## config.mk

```make
export PLATFORM = sky130hd
export DESIGN_NAME = lottery_scheduler_flat
export DESIGN_NICKNAME = d
export VERILOG_FILES = /design/src/rtl/lsch_pkg.sv /design/src/rtl/lsch_if.sv /design/src/rtl/lottery_scheduler.sv /design/src/rtl/lsch_table.sv /design/src/rtl/lsch_mod.sv /design/src/flat_wrapper.sv
export VERILOG_INCLUDE_DIRS = /design/src /design/src/rtl
export SDC_FILE = /design/constraint.sdc
export NUM_CORES = 2
export LEC_CHECK = 0
export BUFFER_PORTS_ARGS = -buffer_cell sky130_fd_sc_hd__buf_2
export CAP_MARGIN = 30
export CELL_PAD_IN_SITES_DETAIL_PLACEMENT = 0
export CELL_PAD_IN_SITES_GLOBAL_PLACEMENT = 2
export CORE_MARGIN = 4
export CORE_UTILIZATION = 40
export DETAILED_ROUTE_END_ITERATION = 6
export GPL_ROUTABILITY_DRIVEN = 0
export GPL_TIMING_DRIVEN = 0
export PLACE_DENSITY_LB_ADDON = 0.05
export SLEW_MARGIN = 30
export SYNTH_ARGS = -nofsm -noshare
export SYNTH_HDL_FRONTEND = slang
export SYNTH_SLANG_ARGS = --single-unit
```

## constraint.sdc

```tcl
create_clock -name clk -period 13.98 [get_ports clk]
set_clock_uncertainty 0.1 [all_clocks]
set_input_delay 0 -clock clk [delete_from_list [all_inputs] [get_ports clk]]
set_output_delay 0 -clock clk [all_outputs]
set_load 0.02 [all_outputs]
```

## src/rtl/lottery_scheduler_assert.svh

```systemverilog
// assertion macros shared by the scheduler rtl
`ifndef LOTTERY_SCHEDULER_ASSERT_SVH
`define LOTTERY_SCHEDULER_ASSERT_SVH

`ifndef SYNTHESIS
// same-cycle implication, sampled on clk, off during reset
`define LSCH_ASSERT_IMP(name, ante, cons) \
  name: assert property (@(posedge clk) disable iff (!rst_n) (ante) |-> (cons)) \
    else $error("lottery scheduler check failed");
// next-cycle implication, sampled on clk, off during reset
`define LSCH_ASSERT_NXT(name, ante, cons) \
  name: assert property (@(posedge clk) disable iff (!rst_n) (ante) |=> (cons)) \
    else $error("lottery scheduler check failed");
`else
`define LSCH_ASSERT_IMP(name, ante, cons)
`define LSCH_ASSERT_NXT(name, ante, cons)
`endif

`endif

```

## src/rtl/lsch_pkg.sv

```systemverilog
`timescale 1ns / 1ps
package lsch_pkg;

  // defaults and fixed widths
  localparam int LSCH_SLOTS  = 16;
  localparam int RAND_W      = 31;
  localparam logic [15:0] QUANTUM_RST = 16'd3;

  // request codes
  localparam logic [1:0] REQ_CLEAR = 2'd0;
  localparam logic [1:0] REQ_LOAD  = 2'd1;
  localparam logic [1:0] REQ_ROUND = 2'd2;

  // one slot of the task table
  typedef struct packed {
    logic [15:0] arrival;
    logic [15:0] remaining;
    logic [7:0]  tickets;
  } lsch_entry_t;

  // table control from the sequencer
  typedef struct packed {
    logic clear;
    logic load;
    logic we;
    logic mark;
  } lsch_tbl_ctl_t;

  // one result item
  typedef struct packed {
    logic        idle;
    logic        all_done;
    logic [3:0]  chosen_slot;
    logic [31:0] start_time;
    logic [15:0] run_length;
    logic        finished;
    logic [31:0] completion_time;
    logic [31:0] turnaround_time;
    logic        first_run;
    logic [31:0] response_time;
  } lsch_result_t;

  // sequencer states
  typedef enum logic [6:0] {
    S_IDLE  = 7'b0000001,
    S_SCAN1 = 7'b0000010,
    S_MOD   = 7'b0000100,
    S_SCAN2 = 7'b0001000,
    S_READ  = 7'b0010000,
    S_WB    = 7'b0100000,
    S_EMIT  = 7'b1000000
  } lsch_state_t;

endpackage

```

## src/rtl/lsch_if.sv

```systemverilog
`timescale 1ns / 1ps
// request channel
interface lsch_in_if import lsch_pkg::*; ();
  logic              valid;
  logic              ready;
  logic [1:0]        req_type;
  logic [3:0]        slot;
  logic [15:0]       arrival;
  logic [15:0]       burst;
  logic [7:0]        tickets;
  logic [RAND_W-1:0] random_value;

  modport source (output valid, req_type, slot, arrival, burst, tickets, random_value,
                  input ready);
  modport sink   (input valid, req_type, slot, arrival, burst, tickets, random_value,
                  output ready);
endinterface

// result channel
interface lsch_out_if ();
  logic        valid;
  logic        ready;
  logic        idle;
  logic        all_done;
  logic [3:0]  chosen_slot;
  logic [31:0] start_time;
  logic [15:0] run_length;
  logic        finished;
  logic [31:0] completion_time;
  logic [31:0] turnaround_time;
  logic        first_run;
  logic [31:0] response_time;

  modport source (output valid, idle, all_done, chosen_slot, start_time, run_length,
                  finished, completion_time, turnaround_time, first_run, response_time,
                  input ready);
  modport sink   (input valid, idle, all_done, chosen_slot, start_time, run_length,
                  finished, completion_time, turnaround_time, first_run, response_time,
                  output ready);
endinterface

// quantum write channel
interface lsch_cfg_if ();
  logic        valid;
  logic        ready;
  logic [15:0] quantum;

  modport source (output valid, quantum, input ready);
  modport sink   (input valid, quantum, output ready);
endinterface

```

## src/rtl/lottery_scheduler.sv

```systemverilog
`timescale 1ns / 1ps
// channel  | dir | handshake            | carries
// in_ch    | in  | valid / ready        | req_type slot arrival burst tickets random_value
// out_ch   | out | valid / ready        | one round result
// cfg_ch   | in  | valid / ready        | quantum
//
// a round makes two passes over the slot memory with a bit-serial modulo of the random
// word by the ticket sum between them, then read, write-back and emit. with no eligible
// task the first pass goes straight to emit; with a zero ticket sum it goes to read.
// synchronous active-low reset clears valid and started flags and the clock, quantum is 3.
// a waiting result holds the next round in emit until the output register is free.
`include "lottery_scheduler_assert.svh"
module lottery_scheduler import lsch_pkg::*; #(
  parameter int SLOTS = LSCH_SLOTS
) (
  input  logic       clk,
  input  logic       rst_n,
  lsch_in_if.sink    in_ch,
  lsch_out_if.source out_ch,
  lsch_cfg_if.sink   cfg_ch
);

  localparam int IW = (SLOTS > 1) ? $clog2(SLOTS) : 1;
  localparam int CW = $clog2(SLOTS + 1);
  localparam int SW = $clog2(SLOTS * 255 + 1);

  lsch_state_t       st_r, st_nxt;
  logic [31:0]       time_r, time_nxt;
  logic [15:0]       quantum_r, quantum_nxt;
  logic [CW-1:0]     cnt_r, cnt_nxt;
  logic              pv_r, pv_nxt;
  logic [IW-1:0]     pidx_r, pidx_nxt;
  logic [SW-1:0]     sum_r, sum_nxt;
  logic [SW-1:0]     cum_r, cum_nxt;
  logic              any_r, any_nxt;
  logic [IW-1:0]     first_r, first_nxt;
  logic [CW-1:0]     unfin_r, unfin_nxt;
  logic              found_r, found_nxt;
  logic [IW-1:0]     chosen_r, chosen_nxt;
  logic [SW-1:0]     win_r, win_nxt;
  logic [RAND_W-1:0] rand_r, rand_nxt;
  logic [15:0]       carr_r, carr_nxt;
  lsch_result_t      res_r, res_nxt;
  logic              out_valid_r, out_valid_nxt;
  lsch_result_t      out_r, out_nxt;

  lsch_tbl_ctl_t     tbl_ctl;
  logic [IW-1:0]     tbl_waddr;
  lsch_entry_t       tbl_wdata;
  logic [IW-1:0]     tbl_raddr;
  lsch_entry_t       rdata;
  logic [SLOTS-1:0]  valid_flags;
  logic [SLOTS-1:0]  started_flags;

  logic              mod_start;
  logic              mod_done;
  logic [SW-1:0]     mod_rem;

  logic              scan_end;
  logic              elig;
  logic              unfin_hit;
  logic [SW-1:0]     cum_add;
  logic [15:0]       q_eff;
  logic [15:0]       run;
  logic [15:0]       new_rem;

  logic [31:0]       out_end;
  logic              idle_end;
  logic [31:0]       idle_tick;

  lsch_table #(.SLOTS(SLOTS), .IW(IW)) u_table (
    .clk           (clk),
    .rst_n         (rst_n),
    .ctl           (tbl_ctl),
    .waddr         (tbl_waddr),
    .wdata         (tbl_wdata),
    .raddr         (tbl_raddr),
    .rdata         (rdata),
    .valid_flags   (valid_flags),
    .started_flags (started_flags)
  );

  lsch_mod #(.SW(SW)) u_mod (
    .clk       (clk),
    .rst_n     (rst_n),
    .start     (mod_start),
    .dividend  (rand_r),
    .divisor   (sum_r),
    .done      (mod_done),
    .remainder (mod_rem)
  );

  // per-slot tests on the data read last cycle
  assign scan_end  = (cnt_r == CW'(SLOTS)) && !pv_r;
  assign unfin_hit = pv_r && valid_flags[pidx_r] && (rdata.remaining != 16'd0);
  assign elig      = unfin_hit && ({16'd0, rdata.arrival} <= time_r);
  assign cum_add   = cum_r + SW'(rdata.tickets);

  // run length of the winner
  assign q_eff   = (quantum_r == 16'd0) ? 16'd1 : quantum_r;
  assign run     = (q_eff < rdata.remaining) ? q_eff : rdata.remaining;
  assign new_rem = rdata.remaining - run;

  // sequencer
  always_comb begin
    st_nxt        = st_r;
    time_nxt      = time_r;
    quantum_nxt   = quantum_r;
    cnt_nxt       = cnt_r;
    pv_nxt        = 1'b0;
    pidx_nxt      = pidx_r;
    sum_nxt       = sum_r;
    cum_nxt       = cum_r;
    any_nxt       = any_r;
    first_nxt     = first_r;
    unfin_nxt     = unfin_r;
    found_nxt     = found_r;
    chosen_nxt    = chosen_r;
    win_nxt       = win_r;
    rand_nxt      = rand_r;
    carr_nxt      = carr_r;
    res_nxt       = res_r;
    out_valid_nxt = out_valid_r && !out_ch.ready;
    out_nxt       = out_r;
    tbl_ctl       = '0;
    tbl_waddr     = chosen_r;
    tbl_wdata     = '{arrival: rdata.arrival, remaining: new_rem, tickets: rdata.tickets};
    tbl_raddr     = cnt_r[IW-1:0];
    mod_start     = 1'b0;

    if (cfg_ch.valid) begin
      quantum_nxt = cfg_ch.quantum;
    end

    // slot read issue during both passes
    if ((st_r == S_SCAN1 || st_r == S_SCAN2) && cnt_r < CW'(SLOTS)) begin
      cnt_nxt  = cnt_r + CW'(1);
      pv_nxt   = 1'b1;
      pidx_nxt = cnt_r[IW-1:0];
    end

    unique case (st_r)
      S_IDLE: begin
        if (in_ch.valid) begin
          rand_nxt = in_ch.random_value;
          unique case (in_ch.req_type)
            REQ_CLEAR: begin
              tbl_ctl.clear = 1'b1;
              time_nxt      = '0;
            end
            REQ_LOAD: begin
              if (32'(in_ch.slot) < SLOTS) begin
                tbl_ctl.load = 1'b1;
                tbl_ctl.we   = 1'b1;
                tbl_waddr    = IW'(in_ch.slot);
                tbl_wdata    = '{arrival: in_ch.arrival, remaining: in_ch.burst,
                                 tickets: in_ch.tickets};
              end
            end
            REQ_ROUND: begin
              st_nxt    = S_SCAN1;
              cnt_nxt   = '0;
              sum_nxt   = '0;
              any_nxt   = 1'b0;
              first_nxt = '0;
              unfin_nxt = '0;
            end
            default: ;
          endcase
        end
      end
      // first pass: ticket sum, first eligible slot, unfinished count
      S_SCAN1: begin
        if (elig) begin
          sum_nxt = sum_r + SW'(rdata.tickets);
          if (!any_r) begin
            first_nxt = pidx_r;
          end
          any_nxt = 1'b1;
        end
        if (unfin_hit) begin
          unfin_nxt = unfin_r + CW'(1);
        end
        if (scan_end) begin
          if (!any_r) begin
            res_nxt          = '0;
            res_nxt.idle     = 1'b1;
            res_nxt.all_done = (unfin_r == '0);
            time_nxt         = time_r + 32'(unfin_r != '0);
            st_nxt           = S_EMIT;
          end else if (sum_r == '0) begin
            chosen_nxt = first_r;
            st_nxt     = S_READ;
          end else begin
            mod_start = 1'b1;
            st_nxt    = S_MOD;
          end
        end
      end
      S_MOD: begin
        if (mod_done) begin
          win_nxt    = mod_rem;
          cnt_nxt    = '0;
          cum_nxt    = '0;
          found_nxt  = 1'b0;
          chosen_nxt = first_r;
          st_nxt     = S_SCAN2;
        end
      end
      // second pass: cumulative tickets until the winning ticket
      S_SCAN2: begin
        if (elig && !found_r) begin
          cum_nxt = cum_add;
          if (win_r < cum_add) begin
            found_nxt  = 1'b1;
            chosen_nxt = pidx_r;
          end
        end
        if (scan_end) begin
          st_nxt = S_READ;
        end
      end
      S_READ: begin
        tbl_raddr = chosen_r;
        st_nxt    = S_WB;
      end
      // winner runs: write back remaining work, build the result
      S_WB: begin
        tbl_ctl.we              = 1'b1;
        tbl_ctl.mark            = 1'b1;
        time_nxt                = time_r + 32'(run);
        carr_nxt                = rdata.arrival;
        res_nxt                 = '0;
        res_nxt.chosen_slot     = 4'(chosen_r);
        res_nxt.start_time      = time_r;
        res_nxt.run_length      = run;
        res_nxt.finished        = (new_rem == 16'd0);
        res_nxt.completion_time = (new_rem == 16'd0) ? time_r + 32'(run) : 32'd0;
        res_nxt.first_run       = !started_flags[chosen_r];
        res_nxt.response_time   = started_flags[chosen_r] ? 32'd0
                                  : time_r - 32'(rdata.arrival);
        res_nxt.all_done        = ((unfin_r - CW'(new_rem == 16'd0)) == '0);
        st_nxt                  = S_EMIT;
      end
      // hand the result to the output register once it is free
      S_EMIT: begin
        if (!out_valid_r || out_ch.ready) begin
          out_nxt                 = res_r;
          out_nxt.turnaround_time = res_r.finished
                                    ? res_r.completion_time - 32'(carr_r) : 32'd0;
          out_valid_nxt           = 1'b1;
          st_nxt                  = S_IDLE;
        end
      end
      default: st_nxt = S_IDLE;
    endcase
  end

  always_ff @(posedge clk) begin
    if (!rst_n) begin
      st_r        <= S_IDLE;
      time_r      <= '0;
      quantum_r   <= QUANTUM_RST;
      pv_r        <= 1'b0;
      out_valid_r <= 1'b0;
    end else begin
      st_r        <= st_nxt;
      time_r      <= time_nxt;
      quantum_r   <= quantum_nxt;
      pv_r        <= pv_nxt;
      out_valid_r <= out_valid_nxt;
    end
    cnt_r    <= cnt_nxt;
    pidx_r   <= pidx_nxt;
    sum_r    <= sum_nxt;
    cum_r    <= cum_nxt;
    any_r    <= any_nxt;
    first_r  <= first_nxt;
    unfin_r  <= unfin_nxt;
    found_r  <= found_nxt;
    chosen_r <= chosen_nxt;
    win_r    <= win_nxt;
    rand_r   <= rand_nxt;
    carr_r   <= carr_nxt;
    res_r    <= res_nxt;
    out_r    <= out_nxt;
  end

  // ports
  assign in_ch.ready            = (st_r == S_IDLE);
  assign cfg_ch.ready           = 1'b1;
  assign out_ch.valid           = out_valid_r;
  assign out_ch.idle            = out_r.idle;
  assign out_ch.all_done        = out_r.all_done;
  assign out_ch.chosen_slot     = out_r.chosen_slot;
  assign out_ch.start_time      = out_r.start_time;
  assign out_ch.run_length      = out_r.run_length;
  assign out_ch.finished        = out_r.finished;
  assign out_ch.completion_time = out_r.completion_time;
  assign out_ch.turnaround_time = out_r.turnaround_time;
  assign out_ch.first_run       = out_r.first_run;
  assign out_ch.response_time   = out_r.response_time;

  // checks
  assign out_end   = out_r.start_time + 32'(out_r.run_length);
  assign idle_end  = (st_r == S_SCAN1) && scan_end && !any_r;
  assign idle_tick = time_r + 32'(unfin_r != '0);
  `LSCH_ASSERT_IMP(a_wb_winner_live, st_r == S_WB, valid_flags[chosen_r] && (|rdata.remaining))
  `LSCH_ASSERT_IMP(a_win_below_sum, st_r == S_SCAN2, win_r < sum_r)
  `LSCH_ASSERT_IMP(a_finish_time, out_valid_r && out_r.finished, out_r.completion_time == out_end)
  `LSCH_ASSERT_NXT(a_idle_tick, idle_end, time_r == $past(idle_tick))

endmodule

```

## src/rtl/lsch_table.sv

```systemverilog
`timescale 1ns / 1ps
module lsch_table import lsch_pkg::*; #(
  parameter int SLOTS = LSCH_SLOTS,
  parameter int IW    = (SLOTS > 1) ? $clog2(SLOTS) : 1
) (
  input  logic              clk,
  input  logic              rst_n,
  input  lsch_tbl_ctl_t     ctl,
  input  logic [IW-1:0]     waddr,
  input  lsch_entry_t       wdata,
  input  logic [IW-1:0]     raddr,
  output lsch_entry_t       rdata,
  output logic [SLOTS-1:0]  valid_flags,
  output logic [SLOTS-1:0]  started_flags
);

  lsch_entry_t      mem [SLOTS];
  logic [SLOTS-1:0] valid_r, valid_nxt;
  logic [SLOTS-1:0] started_r, started_nxt;

  // slot storage, one write and one registered read per cycle
  always_ff @(posedge clk) begin
    if (ctl.we) begin
      mem[waddr] <= wdata;
    end
    rdata <= mem[raddr];
  end

  // valid and started flags
  always_comb begin
    valid_nxt   = valid_r;
    started_nxt = started_r;
    if (ctl.clear) begin
      valid_nxt   = '0;
      started_nxt = '0;
    end else if (ctl.load) begin
      valid_nxt[waddr]   = 1'b1;
      started_nxt[waddr] = 1'b0;
    end else if (ctl.mark) begin
      started_nxt[waddr] = 1'b1;
    end
  end

  always_ff @(posedge clk) begin
    if (!rst_n) begin
      valid_r   <= '0;
      started_r <= '0;
    end else begin
      valid_r   <= valid_nxt;
      started_r <= started_nxt;
    end
  end

  assign valid_flags   = valid_r;
  assign started_flags = started_r;

endmodule

```

## src/rtl/lsch_mod.sv

```systemverilog
`timescale 1ns / 1ps
module lsch_mod import lsch_pkg::*; #(
  parameter int SW = 12
) (
  input  logic              clk,
  input  logic              rst_n,
  input  logic              start,
  input  logic [RAND_W-1:0] dividend,
  input  logic [SW-1:0]     divisor,
  output logic              done,
  output logic [SW-1:0]     remainder
);

  localparam int NW = $clog2(RAND_W);

  logic              busy_r, busy_nxt;
  logic              done_r, done_nxt;
  logic [NW-1:0]     cnt_r, cnt_nxt;
  logic [RAND_W-1:0] dvd_r, dvd_nxt;
  logic [SW-1:0]     div_r, div_nxt;
  logic [SW-1:0]     rem_r, rem_nxt;
  logic [SW:0]       shifted;

  // restoring remainder, one dividend bit a cycle
  always_comb begin
    busy_nxt = busy_r;
    done_nxt = 1'b0;
    cnt_nxt  = cnt_r;
    dvd_nxt  = dvd_r;
    div_nxt  = div_r;
    rem_nxt  = rem_r;
    shifted  = {rem_r, dvd_r[RAND_W-1]};
    if (start) begin
      busy_nxt = 1'b1;
      cnt_nxt  = NW'(RAND_W - 1);
      dvd_nxt  = dividend;
      div_nxt  = divisor;
      rem_nxt  = '0;
    end else if (busy_r) begin
      dvd_nxt = {dvd_r[RAND_W-2:0], 1'b0};
      if (shifted >= {1'b0, div_r}) begin
        rem_nxt = SW'(shifted - {1'b0, div_r});
      end else begin
        rem_nxt = shifted[SW-1:0];
      end
      cnt_nxt = cnt_r - NW'(1);
      if (cnt_r == '0) begin
        busy_nxt = 1'b0;
        done_nxt = 1'b1;
      end
    end
  end

  always_ff @(posedge clk) begin
    if (!rst_n) begin
      busy_r <= 1'b0;
      done_r <= 1'b0;
    end else begin
      busy_r <= busy_nxt;
      done_r <= done_nxt;
    end
    cnt_r <= cnt_nxt;
    dvd_r <= dvd_nxt;
    div_r <= div_nxt;
    rem_r <= rem_nxt;
  end

  assign done      = done_r;
  assign remainder = rem_r;

endmodule
```

## src/flat_wrapper.sv

```systemverilog
// flat-port wrapper written by rule: the top's interface ports become plain ports
module lottery_scheduler_flat import lsch_pkg::*;
#(
  parameter int SLOTS = LSCH_SLOTS
)
  (clk, rst_n, in_ch_valid, in_ch_req_type, in_ch_slot, in_ch_arrival, in_ch_burst, in_ch_tickets, in_ch_random_value, in_ch_ready, out_ch_valid, out_ch_idle, out_ch_all_done, out_ch_chosen_slot, out_ch_start_time, out_ch_run_length, out_ch_finished, out_ch_completion_time, out_ch_turnaround_time, out_ch_first_run, out_ch_response_time, out_ch_ready, cfg_ch_valid, cfg_ch_quantum, cfg_ch_ready);
  lsch_in_if in_ch_i ();
  lsch_out_if out_ch_i ();
  lsch_cfg_if cfg_ch_i ();
  input  logic clk;
  input  logic rst_n;
  input wire logic [$bits(in_ch_i.valid)-1:0] in_ch_valid;
  input wire logic [$bits(in_ch_i.req_type)-1:0] in_ch_req_type;
  input wire logic [$bits(in_ch_i.slot)-1:0] in_ch_slot;
  input wire logic [$bits(in_ch_i.arrival)-1:0] in_ch_arrival;
  input wire logic [$bits(in_ch_i.burst)-1:0] in_ch_burst;
  input wire logic [$bits(in_ch_i.tickets)-1:0] in_ch_tickets;
  input wire logic [$bits(in_ch_i.random_value)-1:0] in_ch_random_value;
  output wire logic [$bits(in_ch_i.ready)-1:0] in_ch_ready;
  output wire logic [$bits(out_ch_i.valid)-1:0] out_ch_valid;
  output wire logic [$bits(out_ch_i.idle)-1:0] out_ch_idle;
  output wire logic [$bits(out_ch_i.all_done)-1:0] out_ch_all_done;
  output wire logic [$bits(out_ch_i.chosen_slot)-1:0] out_ch_chosen_slot;
  output wire logic [$bits(out_ch_i.start_time)-1:0] out_ch_start_time;
  output wire logic [$bits(out_ch_i.run_length)-1:0] out_ch_run_length;
  output wire logic [$bits(out_ch_i.finished)-1:0] out_ch_finished;
  output wire logic [$bits(out_ch_i.completion_time)-1:0] out_ch_completion_time;
  output wire logic [$bits(out_ch_i.turnaround_time)-1:0] out_ch_turnaround_time;
  output wire logic [$bits(out_ch_i.first_run)-1:0] out_ch_first_run;
  output wire logic [$bits(out_ch_i.response_time)-1:0] out_ch_response_time;
  input wire logic [$bits(out_ch_i.ready)-1:0] out_ch_ready;
  input wire logic [$bits(cfg_ch_i.valid)-1:0] cfg_ch_valid;
  input wire logic [$bits(cfg_ch_i.quantum)-1:0] cfg_ch_quantum;
  output wire logic [$bits(cfg_ch_i.ready)-1:0] cfg_ch_ready;
  assign in_ch_i.valid = in_ch_valid;
  assign in_ch_i.req_type = in_ch_req_type;
  assign in_ch_i.slot = in_ch_slot;
  assign in_ch_i.arrival = in_ch_arrival;
  assign in_ch_i.burst = in_ch_burst;
  assign in_ch_i.tickets = in_ch_tickets;
  assign in_ch_i.random_value = in_ch_random_value;
  assign in_ch_ready = in_ch_i.ready;
  assign out_ch_valid = out_ch_i.valid;
  assign out_ch_idle = out_ch_i.idle;
  assign out_ch_all_done = out_ch_i.all_done;
  assign out_ch_chosen_slot = out_ch_i.chosen_slot;
  assign out_ch_start_time = out_ch_i.start_time;
  assign out_ch_run_length = out_ch_i.run_length;
  assign out_ch_finished = out_ch_i.finished;
  assign out_ch_completion_time = out_ch_i.completion_time;
  assign out_ch_turnaround_time = out_ch_i.turnaround_time;
  assign out_ch_first_run = out_ch_i.first_run;
  assign out_ch_response_time = out_ch_i.response_time;
  assign out_ch_i.ready = out_ch_ready;
  assign cfg_ch_i.valid = cfg_ch_valid;
  assign cfg_ch_i.quantum = cfg_ch_quantum;
  assign cfg_ch_ready = cfg_ch_i.ready;
  lottery_scheduler #(.SLOTS(SLOTS)) u_core (.clk(clk), .rst_n(rst_n), .in_ch(in_ch_i), .out_ch(out_ch_i), .cfg_ch(cfg_ch_i));
endmodule
```

==> results.sh <==
export IMPL_holdPathStages=3
export IMPL_slowest_stage="a221oi_2"
export IMPL_setup_viol=0
export IMPL_io_pins=253
export IMPL_cts_clk_slew_worst_paths_ns=0.06
export IMPL_p_leak_uw=0.02151
export IMPL_path_max_fanout=10
export IMPL_synth_warnings=0
export IMPL_antenna_found_initial=8
export IMPL_synth_seq_cells=1210
export IMPL_grt_pass1_wl_um=240800
export IMPL_cts_root_buf="clkbuf_16"
export IMPL_crit_type="reg -> reg"
export IMPL_ant_nets=0
export IMPL_slew_viol_final=0
export IMPL_clockBufferDepth=3
export IMPL_cts_resized=0
export IMPL_cts_sinks=1210
export IMPL_die_w_um=369.9
export IMPL_finalNetCount=5068
export IMPL_track_usage=0.2399
export IMPL_crit_required_ns=14.36
export IMPL_period_minus_slack_ns=8.333
export IMPL_synth_fp_nets=4462
export IMPL_num_vias=35778
export IMPL_dp_final_hpwl_um=121200
export IMPL_hold_viol=0
export IMPL_routed_wl_um=165700
export IMPL_syn_avg_cell_area_um2=12.34
export IMPL_tightest_slew_ns=1.023
export IMPL_n_fill_cell=11790
export IMPL_ctsHoldBuffers=141
export IMPL_min_from="in_ch_burst[1]"
export IMPL_setup_slack_ns=5.647
export IMPL_grt_pass1_vias=35041
export IMPL_cts_setup_buffers=0
export IMPL_postSynthCellCount=4245
export IMPL_netlist_area_um2=52380
export IMPL_rows=132
export IMPL_timing_rr_start="u_core.u_table.rdata[19]"
export IMPL_place_port_buffers=250
export IMPL_yosysTopAreaCellShare=0.6060
export IMPL_ys_top_cells_by_count="edfxtp_1, nand2_1, nor2_1"
export IMPL_grt_start_max_net_pins=27
export IMPL_min_path_type="in -> reg"
export IMPL_start_util=0.4035
export IMPL_async_reset_ff_frac=0
export IMPL_cp_start_kind="flip-flop"
export IMPL_rsz0062_at_grt="false"
export IMPL_synth_top_area_cell="edfxtp_1"
export IMPL_drt_iter0_drc=3031
export IMPL_clkLatencyLatePin_ns=0.76
export IMPL_max_freq_mhz=120.0
export IMPL_cts_htree_levels=4
export IMPL_pre_cts_ws_ns=5.731
export IMPL_holdPathEnd="u_core.u_table.mem[11][9]"
export IMPL_drtPass1Iterations=6
export IMPL_timing_final_crit_share=0.5961
export IMPL_irDropWorstVdd_mv=0.1118
export IMPL_reg2regPathDepth=28
export IMPL_numCtsBuffers=139
export IMPL_r2r_end="u_core.res_r[150]"
export IMPL_core_area_um2=129800
export IMPL_ys_seq_area_frac=0.6645
export IMPL_grt_overflow_total=0
export IMPL_slew_limit_headroom=0.3133
export IMPL_power_uw=10170
export IMPL_wl_per_cell_um=24.73
export IMPL_avgViaCountPerCell=5.340
export IMPL_area_growth_pct=21.60
export IMPL_finish_utilization=0.4906
export IMPL_endpoint_kind="flip-flop"
export IMPL_cp_slowest_stage_delay_ns=0.74
export IMPL_ys_types=93
export IMPL_arrival_ns=8.71
export IMPL_ff2ff_setup_slack_ns=5.65
export IMPL_cpMostUsedCell="ha_1"
export IMPL_p_per_area_nw_per_um2=159.7
export IMPL_maxCapViolations=0
export IMPL_die_area_um2=136800
export IMPL_finalSetupTns_ns=0
export IMPL_synthTopCellsByArea="edfxtp_1, dfxtp_1, nand2_1"
export IMPL_synth_edf_count=1057
export IMPL_status="finished clean"
export IMPL_yosysMostFrequentCell="edfxtp_1"
export IMPL_cts_tree="yes"
export IMPL_ys_flop_type="edfxtp_1"
export IMPL_dieHeight_um=369.9
export IMPL_drive_gt1_frac=0.1310
export IMPL_drc=0
[final cells by class]
type / instances / area, um2 / share of cell area
flip-flops and latches: 1210 / 34800 / 0.5465
multi-input cells: 2664 / 16440 / 0.2581
repair buffers: 465 / 4252 / 0.06676
clock buffers: 168 / 3660 / 0.05746
well taps: 1742 / 2180 / 0.03422
plain buffers: 254 / 1015 / 0.01593
clock inverters: 78 / 897.1 / 0.01409
inverters: 117 / 439.2 / 0.006896
diodes: 2 / 5.005 / 0.00007858
[flip-flops by register name, indices dropped and copies added (netlist names), 7 cells and up, named ones only]
name,count
u_core.carr_r,16
u_core.cum_r,12
u_core.out_ch.completion_time,32
u_core.out_ch.response_time,32
u_core.out_ch.run_length,16
u_core.out_ch.start_time,32
u_core.out_ch.turnaround_time,32
u_core.quantum_r,16
u_core.rand_r,31
u_core.res_r,120
u_core.st_r,7
u_core.sum_r,12
u_core.time_r,32
u_core.u_mod.div_r,12
u_core.u_mod.dvd_r,31
u_core.u_mod.remainder,12
u_core.u_table.mem,640
u_core.u_table.rdata,40
u_core.u_table.valid_flags,16
u_core.win_r,12
[kinds of logic (layout without fill, tap and decap cells)]
kind of cell | count (synthesis) | in the layout | share of synthesized area
AO/OA/AOI/OAI | 900 | 900 | 0.1153
multiplexers | 36 | 36 | 0.009317
AND/OR/NAND/NOR | 1487 | 1487 | 0.1338
other | 1 | 3 | 0.00007160
buffers and inverters | 371 | 1082 | 0.02733
flip-flops | 1210 | 1210 | 0.6645
XOR/XNOR | 115 | 115 | 0.01923
adder cells (fa/ha/maj) | 125 | 125 | 0.03048
[layout by cell type, fill, tap and decap left out, types with 14 or more instances in the layout]
cell	Yosys	final
buf_16	0	45
and3_1	22	22
nor2b_1	35	34
clkbuf_2	0	16
clkbuf_1	227	235
or3_1	27	27
buf_6	3	27
nor3_1	75	75
dfxtp_1	153	153
nand2b_1	26	25
nor4_1	24	23
xor2_1	57	57
edfxtp_1	1057	1057
and2_1	227	227
nand4_1	18	18
nor2_1	310	291
xnor2_1	58	58
o21ai_0	115	99
mux2i_1	24	23
a211oi_1	213	213
a31oi_1	93	91
ha_1	113	113
nor2_4	0	16
a311oi_1	83	83
o21a_1	26	26
nand3_1	46	46
clkbuf_16	0	141
nand2_1	606	606
bufinv_16	0	15
buf_2	7	259
dlygate4sd3_1	0	141
o21ai_2	0	14
a21oi_1	213	203
inv_1	113	113
a21o_1	23	23
clkinv_2	0	18
clkinv_1	2	25
[power by group]
group | leakage, uW | total (uW) | switching (uW) | internal, uW
clock network | 0.00221 | 3630 | 1480 | 2150
registers | 0.00997 | 4570 | 128 | 4450
logic | 0.00934 | 1970 | 1410 | 558
total | 0.0215 | 10200 | 3010 | 7150
[worst max path at each step]
stage / start / end / slack (ns) / cells past startpoint
2_1_floorplan: u_core.st_r[5] / u_core.res_r[0] / 3.20 / 4
3_3_place_gp: u_core.st_r[0] / u_core.res_r[88] / -2.18 / 4
3_5_place_dp: u_core.quantum_r[11] / u_core.res_r[150] / 5.73 / 28
4_1_cts: u_core.quantum_r[11] / u_core.res_r[150] / 5.72 / 28
5_1_grt: u_core.quantum_r[11] / u_core.res_r[150] / 5.07 / 28
6_report: u_core.u_table.rdata[19] / u_core.res_r[150] / 5.65 / 28
[critical path, delay by kind of cell (launching register included)]
kind / cells / cell delay, ns
compound gates: 11 / 3.29
fa+ha+maj: 4 / 1.06
buf+inv: 8 / 1.97
flops: 1 / 0.42
simple gates: 5 / 1.19
[through the flow]
stage,instance area (um2),std cells,hold WS [ns]
detailed placement,57710,6311,0.07825
floorplan,52380,4245,-0.001131
global placement,55810,6237,0.07755
CTS,63670,6698,0.006888
finish,63690,6700,0.04418
global route,63680,6698,0.03893
[layer usage]
metal | wire length (um) | global-route usage | vias to the layer above
met4 | 5012 | 0.07409 | 2
met1 | 75380 | 0.3361 | 17581
met3 | 8101 | 0.03290 | 236
met2 | 77160 | 0.3890 | 1002
li1 | - | - | 16957
met5 | 13 | 0 | -
(Power assumes the default switching activity.)
